==> config.mk <==
export PLATFORM = sky130hd
export DESIGN_NAME = psfp_queue
export DESIGN_NICKNAME = d
export VERILOG_FILES = /design/src/psfp_pkg.sv /design/src/psfp_queue.sv
export SDC_FILE = /design/constraint.sdc
export NUM_CORES = 1
export LEC_CHECK = 0
export BUFFER_PORTS_ARGS = -buffer_cell sky130_fd_sc_hd__buf_2
export CAP_MARGIN = 20
export CELL_PAD_IN_SITES_DETAIL_PLACEMENT = 0
export CELL_PAD_IN_SITES_GLOBAL_PLACEMENT = 1
export CORE_UTILIZATION = 46
export CTS_CLUSTER_DIAMETER = 80
export DETAILED_ROUTE_END_ITERATION = 7
export GPL_TIMING_DRIVEN = 0
export PLACE_DENSITY_LB_ADDON = 0.1
export SYNTH_ARGS = -nofsm -noshare
export SYNTH_HDL_FRONTEND = slang
export SYNTH_SLANG_ARGS = --single-unit
==> constraint.sdc <==
create_clock -name clk -period 3.1 [get_ports clk]
set_input_delay 0.31 -clock clk [delete_from_list [all_inputs] [get_ports clk]]
set_output_delay 0.31 -clock clk [all_outputs]
set_load 0.02 [all_outputs]
==> src/psfp_pkg.sv <==
// Package: shared constants, types and the sample conversion for the FIFO player.
`default_nettype none
package psfp_pkg;

  // Ring geometry; one entry always stays unused
  localparam int FIFO_DEPTH = 4096;
  localparam int PTR_W      = $clog2(FIFO_DEPTH);
  localparam int FREE_W     = PTR_W + 1;

  // Queue between front and back
  localparam int Q_DEPTH = 2;
  localparam int QPTR_W  = $clog2(Q_DEPTH);
  localparam int QCNT_W  = QPTR_W + 1;

  // Field widths
  localparam int KIND_W   = 2;
  localparam int BYTE_W   = 8;
  localparam int TIME_W   = 32;
  localparam int THRESH_W = 12;
  localparam int SPACE_W  = 12;

  localparam logic [THRESH_W-1:0] THRESH_RESET = 12'd1024;

  // Input kind codes
  localparam logic [KIND_W-1:0] KIND_WRITE = 2'd0;
  localparam logic [KIND_W-1:0] KIND_TICK  = 2'd1;
  localparam logic [KIND_W-1:0] KIND_FLUSH = 2'd2;

  typedef enum logic [1:0] {
    OP_WRITE,
    OP_TICK,
    OP_FLUSH,
    OP_NONE
  } op_t;

  // Classified beat passed from front to back
  typedef struct packed {
    op_t               op;
    logic [BYTE_W-1:0] data;
    logic [TIME_W-1:0] now;
  } op_item_t;

  // Clear the sign bit if set, else invert all bits, then rotate right by two
  function automatic logic [BYTE_W-1:0] to_port(input logic [BYTE_W-1:0] s);
    logic [BYTE_W-1:0] b;
    b = s[7] ? {1'b0, s[6:0]} : ~s;
    return {b[1:0], b[7:2]};
  endfunction

endpackage
`default_nettype wire

==> src/psfp_queue.sv <==
// Queue: short FIFO of classified operations between front and back.
`default_nettype none
module psfp_queue (
  input  logic                 clk,
  input  logic                 rst_n,
  input  logic                 push_valid,
  output logic                 push_ready,
  input  psfp_pkg::op_item_t   push_item,
  output logic                 pop_valid,
  input  logic                 pop_ready,
  output psfp_pkg::op_item_t   pop_item
);

  psfp_pkg::op_item_t                 slots_r [psfp_pkg::Q_DEPTH];
  logic [psfp_pkg::QPTR_W-1:0]        wr_ptr_r, wr_ptr_nxt;
  logic [psfp_pkg::QPTR_W-1:0]        rd_ptr_r, rd_ptr_nxt;
  logic [psfp_pkg::QCNT_W-1:0]        cnt_r, cnt_nxt;
  logic                               do_push, do_pop;

  assign push_ready = (cnt_r != psfp_pkg::QCNT_W'(psfp_pkg::Q_DEPTH));
  assign pop_valid  = (cnt_r != '0);
  assign pop_item   = slots_r[rd_ptr_r];
  assign do_push    = push_valid && push_ready;
  assign do_pop     = pop_valid && pop_ready;

  // Pointer and count update
  always_comb begin
    wr_ptr_nxt = wr_ptr_r;
    rd_ptr_nxt = rd_ptr_r;
    cnt_nxt    = cnt_r;
    if (do_push) begin
      wr_ptr_nxt = (wr_ptr_r == psfp_pkg::QPTR_W'(psfp_pkg::Q_DEPTH - 1)) ? '0
                 : wr_ptr_r + 1'b1;
    end
    if (do_pop) begin
      rd_ptr_nxt = (rd_ptr_r == psfp_pkg::QPTR_W'(psfp_pkg::Q_DEPTH - 1)) ? '0
                 : rd_ptr_r + 1'b1;
    end
    if (do_push && !do_pop) begin
      cnt_nxt = cnt_r + 1'b1;
    end else if (do_pop && !do_push) begin
      cnt_nxt = cnt_r - 1'b1;
    end
  end

  always_ff @(posedge clk) begin
    if (!rst_n) begin
      wr_ptr_r <= '0;
      rd_ptr_r <= '0;
      cnt_r    <= '0;
    end else begin
      wr_ptr_r <= wr_ptr_nxt;
      rd_ptr_r <= rd_ptr_nxt;
      cnt_r    <= cnt_nxt;
    end
  end

  // Slot storage, no reset
  always_ff @(posedge clk) begin
    if (do_push) begin
      slots_r[wr_ptr_r] <= push_item;
    end
  end

endmodule
`default_nettype wire

==> results.toml <==
[die]
start_util_pct = 47.8
die_w_um = 86.2
core_um2 = 6830
die_h_um = 86.2
rows = 30
design.portCount = 90
dieArea_um2 = 7430

[final_layout]
final_area_um2 = 4060
postLayoutCoreUtil_pct = 59.5
diodes = 0
drive_gt1_share_pct = 59.9
area_growth_pct = 24.5
final_cell_mix = "buf_2 (94), edfxtp_1 (84), mux2_2 (42), clkbuf_8 (9), dfxtp_1 (5)"
num-fill-cells = 585
layout_commonest_cell = "buf_2"
nNetsFinal = 304
finalNonFillerCells = 358

[timing]
setup_viol = 0
grt_setup_unrepaired = "false"
finalWorstSetupSlack_ps = 1180
finalCritPeriodShare_pct = 61.9
finalMaxSlewViolations = 0
max_clock_freq_mhz = 521
finalHoldViolations = 0
tightestPinTransition_ps = 535
holdWs_ps = 149
slew_headroom_pct = 64.3
fin_skew_ps = 6.49
setup_tns_ps = 0
period_needed_ps = 1920

[global_route]
grt-ovfl-total = 0
antenna_found_initial = 0
grt_first_pass_wirelength_mm = 7.84
grt_usage_pct = 14.8
grt_max_degree = 30
grt_pass1_vias = 1630

[place]
hpwl_mm = 3.38
portBuffers = 89
place_area_um2 = 3880
gp_congestion = 0.675
dp_cells = 342
place_ws_ps = 1360

[clocking]
ctsLongestPathBuffers = 2
htreeDepth = 3
cts_tree = "yes"
cts.clk_slew.worst_paths_ps = 80
numCtsBuffers = 9
post_cts_buffers = 0
postCtsResizedCells = 0
cts_hold_buffers = 0
clkLatencyLatePin_ps = 340
cts.sinks = 89
root_buffer = "clkbuf_8"

[route]
drt_iter0_markers = 43
via_per_inst = 4.67
routedWlPerCell_um = 14.3
routed_wl_mm = 5.13
vias = 1673
drc = 0
ant_nets = 0
dr.pass1.iters = 4

[min_path]
hp-start = "push_item[5]"
hold_depth = 1
worstHoldEndpoint = "slots_r[0][5]"
hold_path.class = "input pin to flip-flop"

[worst_setup_path]
r2r-start = "cnt_r[0]"
critPathMaxFanout = 10
worst_path_largest_cell_delay_ps = 370
cpMaxStageDelayCell = "mux2_2"
path_class = "flip-flop to output port"
cpMostUsedCell = "buf_2"
reg2reg_depth = 3
reg2reg_slack_ps = 1410
worstSetupStartpointType = "flip-flop"
r2r_end = "slots_r[1][4]"
crit_arrival_ps = 1610
critPathCaptureType = "output port"
worstPathRequired_ps = 2790
crit_chain = "buf_2, buf_2, mux2_2, buf_2"

[synth]
synth_cell_type_count = 19
yosysTopAreaCell = "edfxtp_1"
syn_nets = 202
yosys-top-cells-area = "edfxtp_1 (77%), mux2_2 (14%), dfxtp_1 (3.1%)"
synth.avg_cell_area_um2 = 21.1
yosysWarnings = 0
synth_seq_area_share_pct = 80.4
synth_seq_cells = 89
synthesis.area_um2 = 3260
syn_inst = 155
synth.top_cell.area_share_pct = 77.3

[pwr]
ir_drop_mv = 0.522
leakage_nw = 1.53
total_power_mw = 3.26
p_per_area_nw_per_um2 = 802

[run_status]
status = "finished clean"

[run]
maxCapViolations = 0
-- power by group --
part | internal (mW) | switching (mW)
clock | 0.367 | 0.376
combinational | 0.414 | 0.555
sequential | 1.50 | 0.0471
-- worst max path at each step --
| stage | start | to | slack [ps] | depth (start not counted) |
|---|---|---|---|---|
| floorplan | cnt_r[0] | slots_r[1][0] | 1030 | 2 |
| global placement | cnt_r[0] | slots_r[1][14] | 470 | 2 |
| detailed placement | cnt_r[0] | slots_r[1][7] | 1360 | 3 |
| CTS | flip-flop | pop_item[6] | 1130 | 4 |
| global route | flip-flop | pop_item[28] | 1050 | 4 |
| finish | flip-flop | pop_item[36] | 1180 | 4 |
-- layout make-up --
cell class / instances / area, um2 / area share, %
Timing Repair Buffer: 91 / 493 / 12.1
Multi-Input combinational cell: 60 / 613 / 15.1
Clock buffer: 10 / 128 / 3.14
Inverter: 1 / 3.75 / 0.0924
Clock inverter: 6 / 58.8 / 1.45
Tap cell: 96 / 120 / 2.96
Buffer: 5 / 25.0 / 0.616
Sequential cell: 89 / 2620 / 64.5
-- kinds of logic (layout without fill, tap and decap cells) --
logic type                 after synthesis  after routing  share of synthesized area, %
and+or+nand+nor                          9              9                          1.99
AOI/OAI and AO/OA                        5              5                          1.07
muxes                                   42             42                          14.5
DFF                                     89             89                          80.4
xor gates and xnor gates                 3              3                         0.805
buffers and inverters                    6            113                         0.882
adders and majority gates                1              1                         0.383
-- metal layers --
metal | GRT usage (%) | part of all wire [%]
met5 | 0 | 0
met3 | 4.86 | 5.6
met2 | 23.5 | 51
met4 | 8.94 | 1.7
met1 | 17.6 | 42
-- state kept, by name, summed over array words and instances (netlist names), named ones only --
register  cells
cnt_r         2
slots_r      84
wr_ptr_r      1
rd_ptr_r      1
-- synth_stat cells --
library cell / count
and2_1: 4
o21ai_1: 1
mux2_2: 42
and3_1: 1
or3_1: 1
dfxtp_1: 5
nand2b_4: 1
a21boi_1: 1
nand3b_1: 1
inv_1: 1
a21bo_2: 1
a21boi_0: 1
o21ai_0: 1
edfxtp_1: 84
xor2_1: 1
or2_2: 1
xnor2_1: 2
ha_1: 1
buf_2: 5
-- worst max-delay path: cells and delay by family (launching register included) --
family / cells / cell delay [ps]
buf+inv: 3 / 580
mux: 1 / 370
flops: 1 / 310
(Power assumes the default switching activity.)
