File: src/psfp_pkg.sv
// Package: shared constants, types and the sample conversion for the FIFO player.
`default_nettype none
package psfp_pkg;

  // Ring geometry; one entry always stays unused
  localparam int FIFO_DEPTH = 4096;
  localparam int PTR_W      = $clog2(FIFO_DEPTH);
  localparam int FREE_W     = PTR_W + 1;

  // Queue between front and back
  localparam int Q_DEPTH = 2;
  localparam int QPTR_W  = $clog2(Q_DEPTH);
  localparam int QCNT_W  = QPTR_W + 1;

  // Field widths
  localparam int KIND_W   = 2;
  localparam int BYTE_W   = 8;
  localparam int TIME_W   = 32;
  localparam int THRESH_W = 12;
  localparam int SPACE_W  = 12;

  localparam logic [THRESH_W-1:0] THRESH_RESET = 12'd1024;

  // Input kind codes
  localparam logic [KIND_W-1:0] KIND_WRITE = 2'd0;
  localparam logic [KIND_W-1:0] KIND_TICK  = 2'd1;
  localparam logic [KIND_W-1:0] KIND_FLUSH = 2'd2;

  typedef enum logic [1:0] {
    OP_WRITE,
    OP_TICK,
    OP_FLUSH,
    OP_NONE
  } op_t;

  // Classified beat passed from front to back
  typedef struct packed {
    op_t               op;
    logic [BYTE_W-1:0] data;
    logic [TIME_W-1:0] now;
  } op_item_t;

  // Clear the sign bit if set, else invert all bits, then rotate right by two
  function automatic logic [BYTE_W-1:0] to_port(input logic [BYTE_W-1:0] s);
    logic [BYTE_W-1:0] b;
    b = s[7] ? {1'b0, s[6:0]} : ~s;
    return {b[1:0], b[7:2]};
  endfunction

endpackage
`default_nettype wire

File: src/psfp_in_if.sv
// Interface: input channel carrying kind, sample byte and time stamp.
`default_nettype none
interface psfp_in_if;
  logic                         valid;
  logic                         ready;
  logic [psfp_pkg::KIND_W-1:0]  kind;
  logic [psfp_pkg::BYTE_W-1:0]  data_byte;
  logic [psfp_pkg::TIME_W-1:0]  now_us;

  modport source (output valid, kind, data_byte, now_us, input ready);
  modport sink   (input valid, kind, data_byte, now_us, output ready);
endinterface
`default_nettype wire

File: src/psfp_front.sv
// Front: accepts input beats and classifies them into operations.
`default_nettype none
module psfp_front (
  psfp_in_if.sink              in_chan,
  output logic                 push_valid,
  input  logic                 push_ready,
  output psfp_pkg::op_item_t   push_item
);

  // Decode kind; fields that do not apply are cleared
  always_comb begin
    push_item.data = '0;
    push_item.now  = '0;
    unique case (in_chan.kind)
      psfp_pkg::KIND_WRITE: begin
        push_item.op   = psfp_pkg::OP_WRITE;
        push_item.data = in_chan.data_byte;
      end
      psfp_pkg::KIND_TICK: begin
        push_item.op  = psfp_pkg::OP_TICK;
        push_item.now = in_chan.now_us;
      end
      psfp_pkg::KIND_FLUSH: begin
        push_item.op = psfp_pkg::OP_FLUSH;
      end
      default: begin
        push_item.op = psfp_pkg::OP_NONE;
      end
    endcase
  end

  assign push_valid    = in_chan.valid;
  assign in_chan.ready = push_ready;

endmodule
`default_nettype wire

File: src/flat_wrapper.sv
// flat-port wrapper written by rule: the top's interface ports become plain ports
module psfp_front_flat 
  (push_valid, push_ready, push_item, in_chan_valid, in_chan_kind, in_chan_data_byte, in_chan_now_us, in_chan_ready);
  psfp_in_if in_chan_i ();
  output logic push_valid;
  input  logic push_ready;
  output psfp_pkg::op_item_t push_item;
  input wire logic [$bits(in_chan_i.valid)-1:0] in_chan_valid;
  input wire logic [$bits(in_chan_i.kind)-1:0] in_chan_kind;
  input wire logic [$bits(in_chan_i.data_byte)-1:0] in_chan_data_byte;
  input wire logic [$bits(in_chan_i.now_us)-1:0] in_chan_now_us;
  output wire logic [$bits(in_chan_i.ready)-1:0] in_chan_ready;
  assign in_chan_i.valid = in_chan_valid;
  assign in_chan_i.kind = in_chan_kind;
  assign in_chan_i.data_byte = in_chan_data_byte;
  assign in_chan_i.now_us = in_chan_now_us;
  assign in_chan_ready = in_chan_i.ready;
  psfp_front u_core (.in_chan(in_chan_i), .push_valid(push_valid), .push_ready(push_ready), .push_item(push_item));
endmodule
File: config.mk
export PLATFORM = sky130hd
export DESIGN_NAME = psfp_front_flat
export DESIGN_NICKNAME = d
export VERILOG_FILES = /design/src/psfp_pkg.sv /design/src/psfp_in_if.sv /design/src/psfp_front.sv /design/src/flat_wrapper.sv
export SDC_FILE = /design/constraint.sdc
export NUM_CORES = 1
export LEC_CHECK = 0
export CAP_MARGIN = 30
export CORE_AREA = 2 2 39 41
export DETAILED_ROUTE_END_ITERATION = 8
export DIE_AREA = 0 0 41 43
export DONT_BUFFER_PORTS = 1
export PLACE_DENSITY = 0.47
export SETUP_SLACK_MARGIN = 0.1
export SLEW_MARGIN = 25
export SYNTH_ARGS = -nofsm -noshare
export SYNTH_HDL_FRONTEND = slang
export SYNTH_SLANG_ARGS = --single-unit
File: constraint.sdc
create_clock -name vclk -period 0.8
set_clock_uncertainty 0.1 [all_clocks]
set_input_delay 0 -clock vclk [all_inputs]
set_output_delay 0 -clock vclk [all_outputs]
set_load 0.005 [all_outputs]
==> reports/qor.csv, run 1 <==
metric,value,unit
run_status,finished with violations,
violations,negative hold slack,
cts_setup_buffers,0,
drt_iter0_markers,2,
fin_crit_sh,81.2,%
n_antenna_cell,0,
holdWs,-99.4,ps
gp_congestion,0.606,
finalSetupViolations,0,
dp_hpwl,695,um
cts_resized,0,
die-area,1760,um^2
synth.top_cells.by_area,"and3b_1, nor3b_1, buf_2",
seq_cells,0,
critical_path.slowest_cell,dlygate4sd3_1,
worstPathRequired,700,ps
grt_pass1_wl,1110,um
routed_wl,938,um
drv_slew,0,
initial_utilization,29.5,%
grt_pass1_vias,250,
power,106,uW
synthCells,52,
die_y,43,um
yosys_warnings,0,
path_delay_family,buffers and inverters,
final.fill_count,155,
ir_drop,0.0876,mV
seq_area,0,um^2
dr_total_vias,370,
core,1380,um^2
avgSynthCellArea,7.84,um^2
nets,88,
holdBufCountCts,2,
final_cell_mix,"and3b_1, nor3b_1, dlygate4sd3_1",
final_common_cell,and3b_1,
final_hold_viol_count,10,
ys_seq_area_share,0,%
ioPinCount,88,
crit_cells,1,
synth.distinct_cells,5,
viasPerCell,6.38,
yosys.area.top_type,and3b_1,
cap_violations,0,
end_kind,output port,
overflow,0,
critPathCapture,push_valid,
routedWlPerCell,16.2,um
min_period,650,ps
syn-cell-area,408,um^2
grt_usage,8.19,%
tightestPinTransition,253,ps
start_kind,primary input,
synth.top_cell.area_share,68.7,%
die_w,41,um
rsz0062_at_grt,false,
crit_fanout,1,
drtPass1Iterations,2,
tns,0,ps
area_growth,-6.75,%
pwr_density_cell,280,nW/um^2
max_slew_margin,83.1,%
cp_slowest_stage_delay,550,ps
antenna_found_initial,0,
worst-setup-path-type,primary input to output port,
cp_num_buf_inv,1,
crit_chain,dlygate4sd3_1,
startpoint,in_chan_valid,
drc,0,
worst_hold_path_type,primary input to output port,
p_leak,0.245,nW
io_buffers,0,
grt_max_degree,42,
clkbuf_count,0,
synthesis.nets,96,
drive_gt1_share,0,%
ant_nets,0,
arrival,550,ps
fmax,1.54,GHz
rows,14,
## cells in the mapped netlist
cell and n:
nor3b_1 8, and3b_1 32, clkbuf_1 2, buf_2 6, buf_4 4
## stage by stage
stage | instance area [um^2] | std cells | util, % | setup slack (ps) | hold slack (ps)
2_1_floorplan | 408 | 52 | - | 332 | -20.6
3_5_place_dp | 360 | 56 | 26.0 | 450 | -99.9
4_1_cts | 380 | 58 | 27.5 | 150 | -99.4
3_3_place_gp | 360 | 56 | 26.0 | 458 | -99.9
5_1_grt | 380 | 58 | 27.5 | 121 | -99.6
6_report | 380 | 58 | 27.5 | 150 | -99.4
## worst min-delay path by stage
stage                                to            start  cells after the start  slack (ps)
final                     push_item[41]  in_chan_kind[1]                      0        -100
after global routing      push_item[41]  in_chan_kind[1]                      0        -100
after CTS                 push_item[41]  in_chan_kind[1]                      0        -100
after detailed placement     push_valid    in_chan_valid                      0        -100
after global placement       push_valid    in_chan_valid                      0        -100
after floorplan           push_item[40]  in_chan_kind[0]                      1         -20
## cells by family after synthesis
kind of cell	synth area share (%)
buffers and inverters	16.6
AND/OR/NAND/NOR	83.4
## routing by layer
layer / vias up / share of wire, % / GRT usage, %
li1: 164 / - / -
met1: 156 / 37 / 9.81
met2: 50 / 50 / 15.6
met3: 0 / 13 / 0.524
met4: 0 / 0 / 0
met5: - / 0 / 0
## power breakdown
part / switching, mW / internal [mW] / total (mW)
combinational: 0.0391 / 0.0672 / 0.106
sequential: 0 / 0 / 0
clock: 0 / 0 / 0
total: 0.0391 / 0.0672 / 0.106
## cell type report
type                       count  area, um^2  share of cell area (%)
multi-input combinational     40         340                    89.5
timing repair buffer           2        20.0                    5.26
tap                           16        20.0                    5.26
Note: power is estimated with default switching activity, not from simulation.
==> run 2: changes to the inputs <==
--- a/config.mk
+++ b/config.mk
@@ -10,7 +10,7 @@
 export DETAILED_ROUTE_END_ITERATION = 8
 export DIE_AREA = 0 0 41 43
 export DONT_BUFFER_PORTS = 1
-export PLACE_DENSITY = 0.47
+export PLACE_DENSITY = 0.45
 export SETUP_SLACK_MARGIN = 0.1
 export SLEW_MARGIN = 25
 export SYNTH_ARGS = -nofsm -noshare
==> run 2 against run 1 <==
The run still ends with negative hold slack left. Setup slack worse by 5.1 ps. Critical path depth stayed put. Sequential cell count did not move. Global-route usage down 1.2 points.
==> reports/qor.csv, run 2 (synthesis results as in run 1) <==
metric,value,unit
startpoint,in_chan_valid,
final_cell_mix,"and3b_1, nor3b_1, dlygate4sd3_1",
holdWs,-100,ps
violations,negative hold slack,
max_slew_margin,83.4,%
final_hold_viol_count,10,
crit_chain,dlygate4sd3_1,
preCtsSetupSlack,454,ps
pwr_density_cell,277,nW/um^2
fmax,1.53,GHz
fin_crit_sh,81.9,%
ir_drop,0.0902,mV
antenna_found_initial,0,
end_kind,output port,
arrival,550,ps
start_kind,primary input,
fin_ws,145,ps
critical_path.slowest_cell,dlygate4sd3_1,
seq_area,0,um^2
drt_iter0_markers,4,
grt_usage,6.99,%
path_delay_family,buffers and inverters,
crit_fanout,1,
drc,0,
io_buffers,0,
final_common_cell,and3b_1,
critPathCapture,push_valid,
worst_hold_path_type,primary input to output port,
placed_cells,56,
ant_nets,0,
worst-setup-path-type,primary input to output port,
area_growth,-6.75,%
die-area,1760,um^2
final_cells,58,
seq_cells,0,
die_y,43,um
min_period,655,ps
ioPinCount,88,
rsz0062_at_grt,false,
cap_violations,0,
grt_pass1_wl,931,um
nets,88,
core,1380,um^2
routed_wl,882,um
drive_gt1_share,0,%
cp_slowest_stage_delay,550,ps
dp_hpwl,644,um
tightestPinTransition,248,ps
drtPass1Iterations,3,
dr_total_vias,372,
final.fill_count,151,
cts_setup_buffers,0,
rows,14,
grt_pass1_vias,212,
n_antenna_cell,0,
initial_utilization,29.5,%
crit_cells,1,
viasPerCell,6.41,
p_leak,0.245,nW
worstPathRequired,700,ps
die_w,41,um
holdBufCountCts,2,
overflow,0,
drv_slew,0,
finalSetupViolations,0,
routedWlPerCell,15.2,um
run_status,finished with violations,
tns,0,ps
cp_num_buf_inv,1,
grt_max_degree,42,
gp_congestion,0.610,
clkbuf_count,0,
-- run 2: cell counts in the layout (fill, tap and decap cells not counted) --
No cell type changed its count.
-- run 2: worst min-delay path by stage --
stage	slack (ps)	cells past startpoint	start	end
after detailed placement	-100	0	push_ready	in_chan_ready
after global routing	-100	0	in_chan_kind[0]	push_item[40]
after CTS	-100	0	in_chan_kind[0]	push_item[40]
after global placement	-100	0	push_ready	in_chan_ready
final	-100	0	in_chan_kind[0]	push_item[40]
after floorplan	-20	1	in_chan_kind[0]	push_item[40]
-- run 2: routing by layer --
layer	global-route usage (%)	vias to the layer above	share of wire, %	wire length, um
li1	-	164	-	-
met1	7.59	163	36	319
met2	14.4	45	49	428
met3	0	0	15	135
met4	0	0	0	0
met5	0	-	0	0
-- run 2: timing repair --
item	4_1_cts	5_1_grt
hold endpoints to repair	12	10
endpoints found under the setup margin	0	0
gates resized for setup	0	0
-- run 2: layout make-up --
cell class	instances	area, um^2	share of cell area (%)
well taps	16	20.0	5.26
repair buffers	2	20.0	5.26
multi-input cells	40	340	89.5
-- run 2: where the power goes --
| group | leakage [nW] | switching [mW] | total, mW | internal, mW |
|---|---|---|---|---|
| clock | 0 | 0 | 0 | 0 |
| combinational | 0.245 | 0.0383 | 0.106 | 0.0672 |
| sequential | 0 | 0 | 0 | 0 |
| total | 0.245 | 0.0383 | 0.106 | 0.0672 |
-- run 2: through the flow --
stage / area [um^2] / hold WS (ps) / power [mW] / util, %
2_1_floorplan: 408 / -20.6 / 0.147 / -
3_3_place_gp: 360 / -100 / 0.0982 / 26.0
3_5_place_dp: 360 / -100 / 0.0978 / 26.0
4_1_cts: 380 / -99.7 / 0.107 / 27.5
5_1_grt: 380 / -99.4 / 0.117 / 27.5
6_report: 380 / -100 / 0.106 / 27.5
